**config.mk**
```make
export PLATFORM = sky130hd
export DESIGN_NAME = hgbm_ctrl
export DESIGN_NICKNAME = d
export VERILOG_FILES = /design/src/rtl/core/hgbm_pkg.sv /design/src/rtl/core/hgbm_ctrl.sv
export SDC_FILE = /design/constraint.sdc
export NUM_CORES = 1
export LEC_CHECK = 0
export BUFFER_PORTS_ARGS = -buffer_cell sky130_fd_sc_hd__buf_2
export CAP_MARGIN = 20
export CORE_AREA = 2 2 39 41
export CTS_CLUSTER_DIAMETER = 150
export DETAILED_ROUTE_END_ITERATION = 6
export DIE_AREA = 0 0 41 43
export PLACE_DENSITY = 0.62
export SETUP_SLACK_MARGIN = 0.5
export SYNTH_ARGS = -nofsm -noshare
export SYNTH_HDL_FRONTEND = slang
export SYNTH_SLANG_ARGS = --single-unit
```
**constraint.sdc**
```tcl
create_clock -name clock -period 1.55 [get_ports clock]
set_clock_uncertainty 0.2 [all_clocks]
set_input_delay 0.155 -clock clock [delete_from_list [all_inputs] [get_ports clock]]
set_output_delay 0.155 -clock clock [all_outputs]
set_load 0.005 [all_outputs]
```
**src/rtl/core/hgbm_pkg.sv**
```systemverilog
// Shared constants and types for the group-by mean engine.
`default_nettype none
package hgbm_pkg;
   localparam int TableSlotsDefault = 256;
   localparam int KeyW   = 32;
   localparam int ValW   = 32;
   localparam int CountW = 32;
   localparam int SumW   = 64;
   localparam int MeanW  = 40;
   localparam int IdxW   = 8;

   localparam logic [1:0] StatusOk    = 2'd0;
   localparam logic [1:0] StatusFull  = 2'd1;
   localparam logic [1:0] StatusEmpty = 2'd2;

   localparam logic OpAccum = 1'b0;
   localparam logic OpRead  = 1'b1;

   // datapath commands issued by the controller
   typedef struct packed {
      logic load_req;     // capture request beat
      logic set_probe;    // probe address <= home slot
      logic next_probe;   // probe address advance
      logic set_read;     // probe address <= slot_index
      logic rd_valid;     // sample valid bit of probe slot
      logic write_slot;   // write updated entry
      logic div_start;    // start mean divider
      logic load_rsp;     // capture response
      logic rsp_blank;    // blank response
      logic [1:0] rsp_status;
   } hgbm_cmd_type;

   typedef struct packed {
      logic opcode;
      logic slot_valid;   // probe slot valid
      logic key_match;    // probe slot key matches
      logic idx_in_range; // readout index below table size
      logic probe_last;   // all slots probed
      logic div_done;
   } hgbm_stat_type;
endpackage
`default_nettype wire

```
**src/rtl/core/hgbm_ctrl.sv**
```systemverilog
// Controller state machine for probe, update, divide and response.
`default_nettype none
module hgbm_ctrl
   import hgbm_pkg::*;
(
   input  wire logic          clock,
   input  wire logic          reset,
   input  wire logic          req_valid,
   output logic               req_ready,
   output logic               rsp_valid,
   input  wire logic          rsp_ready,
   input  wire hgbm_stat_type stat,
   output hgbm_cmd_type       cmd
);
   typedef enum logic [2:0] {
      S_IDLE, S_ADDR, S_READ, S_CHECK, S_DIV, S_RSP
   } state_type;

   state_type state_ff;
   logic      rsp_valid_ff;
   logic [1:0] stat_ff;
   logic      blank_ff;

   assign req_ready = (state_ff == S_IDLE) && !rsp_valid_ff;
   assign rsp_valid = rsp_valid_ff;

   always_comb begin
      cmd = '0;
      cmd.rsp_status = stat_ff;
      cmd.rsp_blank  = blank_ff;
      case (state_ff)
         S_IDLE:  cmd.load_req = req_valid && req_ready;
         S_ADDR: begin
            if (stat.opcode == OpRead) cmd.set_read = 1'b1;
            else cmd.set_probe = 1'b1;
         end
         S_READ:  cmd.rd_valid = 1'b1;
         S_CHECK: begin
            if (stat.opcode == OpRead) begin
               cmd.div_start = stat.slot_valid && stat.idx_in_range;
            end else if (stat.probe_last) begin
               cmd.div_start = 1'b0;
            end else if (!stat.slot_valid || stat.key_match) begin
               cmd.write_slot = 1'b1; cmd.div_start = 1'b1;
            end else begin
               cmd.next_probe = 1'b1;
            end
         end
         S_DIV:   cmd.load_rsp = stat.div_done;
         S_RSP:   cmd.load_rsp = 1'b1;
         default: cmd = '0;
      endcase
   end

   always_ff @(posedge clock) begin
      if (reset) begin
         state_ff <= S_IDLE; rsp_valid_ff <= 1'b0;
         stat_ff <= StatusOk; blank_ff <= 1'b0;
      end else begin
         if (rsp_valid_ff && rsp_ready) rsp_valid_ff <= 1'b0;
         case (state_ff)
            S_IDLE:  if (req_valid && req_ready) state_ff <= S_ADDR;
            S_ADDR:  state_ff <= S_READ;
            S_READ:  state_ff <= S_CHECK;
            S_CHECK: begin
               if (stat.opcode == OpRead) begin
                  if (stat.slot_valid && stat.idx_in_range) begin
                     stat_ff <= StatusOk; blank_ff <= 1'b0; state_ff <= S_DIV;
                  end else begin
                     stat_ff <= StatusEmpty; blank_ff <= 1'b1; state_ff <= S_RSP;
                  end
               end else if (stat.probe_last) begin
                  stat_ff <= StatusFull; blank_ff <= 1'b1; state_ff <= S_RSP;
               end else if (!stat.slot_valid || stat.key_match) begin
                  stat_ff <= StatusOk; blank_ff <= 1'b0; state_ff <= S_DIV;
               end else begin
                  state_ff <= S_READ;
               end
            end
            S_DIV: if (stat.div_done) begin
               rsp_valid_ff <= 1'b1; state_ff <= S_IDLE;
            end
            S_RSP: begin
               rsp_valid_ff <= 1'b1; state_ff <= S_IDLE;
            end
            default: state_ff <= S_IDLE;
         endcase
      end
   end
endmodule
`default_nettype wire

```
==> reports/qor.yml <==
p_per_area_nw_per_um2: 608
start_util: 0.327
pin_count: 23
synth.area.mux_share: 0
regArea_sq_um: 155
grt_pass1_wl_um: 2000
clock_latency_ps: 250
slew_violations: 0
yosysWarnings: 0
rows: 14
wl_per_cell_um: 13.0
path_class: "reg -> out"
die_w_um: 41
leakage_uw: 0.000416
nFillCells: 115
coreArea_sq_um: 1380
grt_setup_unrepaired: "true"
crit_slowest_cell: "dfxtp_4"
synth_cell_type_count: 23
slowest_delay_ps: 380
wirelength_um: 1410
cts_buffers: 3
antenna_found_initial: 0
vias: 560
synth_top_area_frac: 0.309
grt_use_total: 0.167
cts_max_level: 1
critPathTopFamily: "flip-flops"
critPathMaxFanout: 6
synthCells: 54
dp.cells: 89
avgViaCountPerCell: 5.14
drive_gt1_frac: 0.677
multiInputGateArea_sq_um: 402
slew_headroom: 0.648
grt_pass1_vias: 484
cts.sinks: 7
netlist_top_cells_count: "dfxtp_1, o21ai_0, nor3b_1"
status: "complete, no violations"
clockBufferDepth: 2
cp.arrival_ps: 1170
fin_worst_hold_slack_ps: 15.9
design_area_sq_um: 896
place_congestion: 0.711
setup_viol: 0
antenna_cells: 0
crit_path_start_kind: "register"
timing.critical_path.buf_inv: 1
first_pass_iters: 3
yosysSeqAreaShare: 0.309
final_cells: 109
synth_edf_count: 0
synth_top_family_by_area: "simple AND/OR/NAND/NOR gates"
yosys.area.top_type: "dfxtp_1"
async_flop_share: 0
synth_flop_cell: "dfxtp_1"
place_hpwl_um: 823
dpl_cell_area_sq_um: 623
die_h_um: 43
worst_ep_required_time_ps: 1190
post-route-min-period_ps: 1530
cap_violations: 0
portBuffers: 22
yosys.area_share.simple: 0.442
clk_pin_slew_worst_paths_ps: 50
synth_area_sq_um: 453
fin_crit_sh: 0.986
tritoncts: "yes"
fmaxAchievable_mhz: 654
endpoint_kind: "output port"
fp.dieArea_sq_um: 1760
crit_chain: "nand3b_4, a2111oi_4, buf_2"
tightest_slew_ps: 521
synth_compound_area_frac: 0.182
synth_nets: 64
synth.area.top_cells: "dfxtp_1, nor3b_1, o21ai_0"
ir_worst_vdd_v: 0.000353
synthAdderAreaFrac: 0
drc: 0
grt-ovfl-total: 0
grt_max_degree: 11
drtAntennaViolNets: 0
synth_xor_area_frac: 0
final_core_util: 0.647
cts_root_buf: "clkbuf_4"
syn_to_final_growth_pct: 97.8
min_path_type: "in -> reg"
tns_ps: 0
fin_nets: 104
ys_ff_latch: 7
hold_violations: 0
drt_iter0_markers: 3
synth_most_common_cell: "dfxtp_1"
syn_area_per_cell_sq_um: 8.39
==> placed cells by master (no fill, tap or decap), types with 2 or more instances in the layout <==
| master | netlist | layout |
|---|---|---|
| buf_2 | 3 | 17 |
| clkbuf_4 | 0 | 3 |
| nor3b_2 | 0 | 3 |
| dlygate4sd3_1 | 0 | 2 |
| nor2_1 | 4 | 2 |
| dfxtp_4 | 0 | 4 |
| nor4b_2 | 0 | 2 |
| buf_6 | 1 | 9 |
| buf_4 | 0 | 11 |
| nand3_1 | 2 | 2 |
| a21oi_1 | 4 | 3 |
| and2_1 | 4 | 3 |
| dfxtp_1 | 7 | 3 |
| o21ai_1 | 0 | 4 |
| nor2_4 | 0 | 2 |
| nor2b_1 | 2 | 2 |
==> worst min-delay path, delay by kind of cell <==
family	cells	cell delay, ps
simple gates	1	60
buf+inv	1	150
compound gates	2	70
==> sequential cells by signal (all words and copies together), names as in the netlist <==
signal	count
blank_ff	1
state_ff	3
stat_ff	2
rsp_valid	1
==> cells by family (layout without fill, tap and decap cells) <==
| group | Yosys count | after routing |
|---|---|---|
| AO/OA/AOI/OAI | 14 | 14 |
| buffers and inverters | 5 | 44 |
| flip-flops | 7 | 7 |
| AND/OR/NAND/NOR | 28 | 28 |
==> power breakdown <==
part | switching, uW | internal [uW]
clock | 64.6 | 98.0
combinational | 70.6 | 100
sequential | 23.1 | 188
total | 158 | 386
==> metal layers <==
metal	wire, um	vias up	global-route usage	share of wire
li1	-	280	-	-
met1	576	261	0.191	0.41
met2	762	17	0.278	0.54
met3	68	2	0.0471	0.048
met4	5	0	0.0600	0.0035
met5	0	-	0	0
==> final timing paths <==
check | start | endpoint | slack (ps) | cells past startpoint
max | state_ff[2]$_SDFFE_PP0P_ | cmd[5] | 20 | 3
min | reset | state_ff[0]$_SDFFE_PP0P_ | 20 | 4
max reg2reg | state_ff[2]$_SDFFE_PP0P_ | stat_ff[0]$_SDFFE_PP0P_ | 270 | 4
min reg2reg | stat_ff[1]$_SDFFE_PP0P_ | stat_ff[1]$_SDFFE_PP0P_ | 280 | 2
==> repair_timing <==
item                                   CTS  global route
setup endpoints to repair               20            20
pin swaps                                6             4
hold buffers                             2             0
setup buffers                            9             5
endpoints found under the hold margin    4             0
gates resized for setup                 21            16
cloned                                   0             0
==> final cells by class <==
| class | count | area share |
|---|---|---|
| Multi-Input combinational cell | 42 | 0.448 |
| Timing Repair Buffer | 39 | 0.323 |
| Sequential cell | 7 | 0.173 |
| Clock buffer | 4 | 0.0293 |
| Tap cell | 16 | 0.0223 |
| Inverter | 1 | 0.00419 |
==> through the flow <==
stage / setup slack [ps] / total power, uW
floorplan: 312 / 289
global placement: 150 / 318
detailed placement: 144 / 320
CTS: 34.2 / 525
global route: -16.7 / 579
finish: 21.1 / 545
Power figures use the tool's default switching activity.
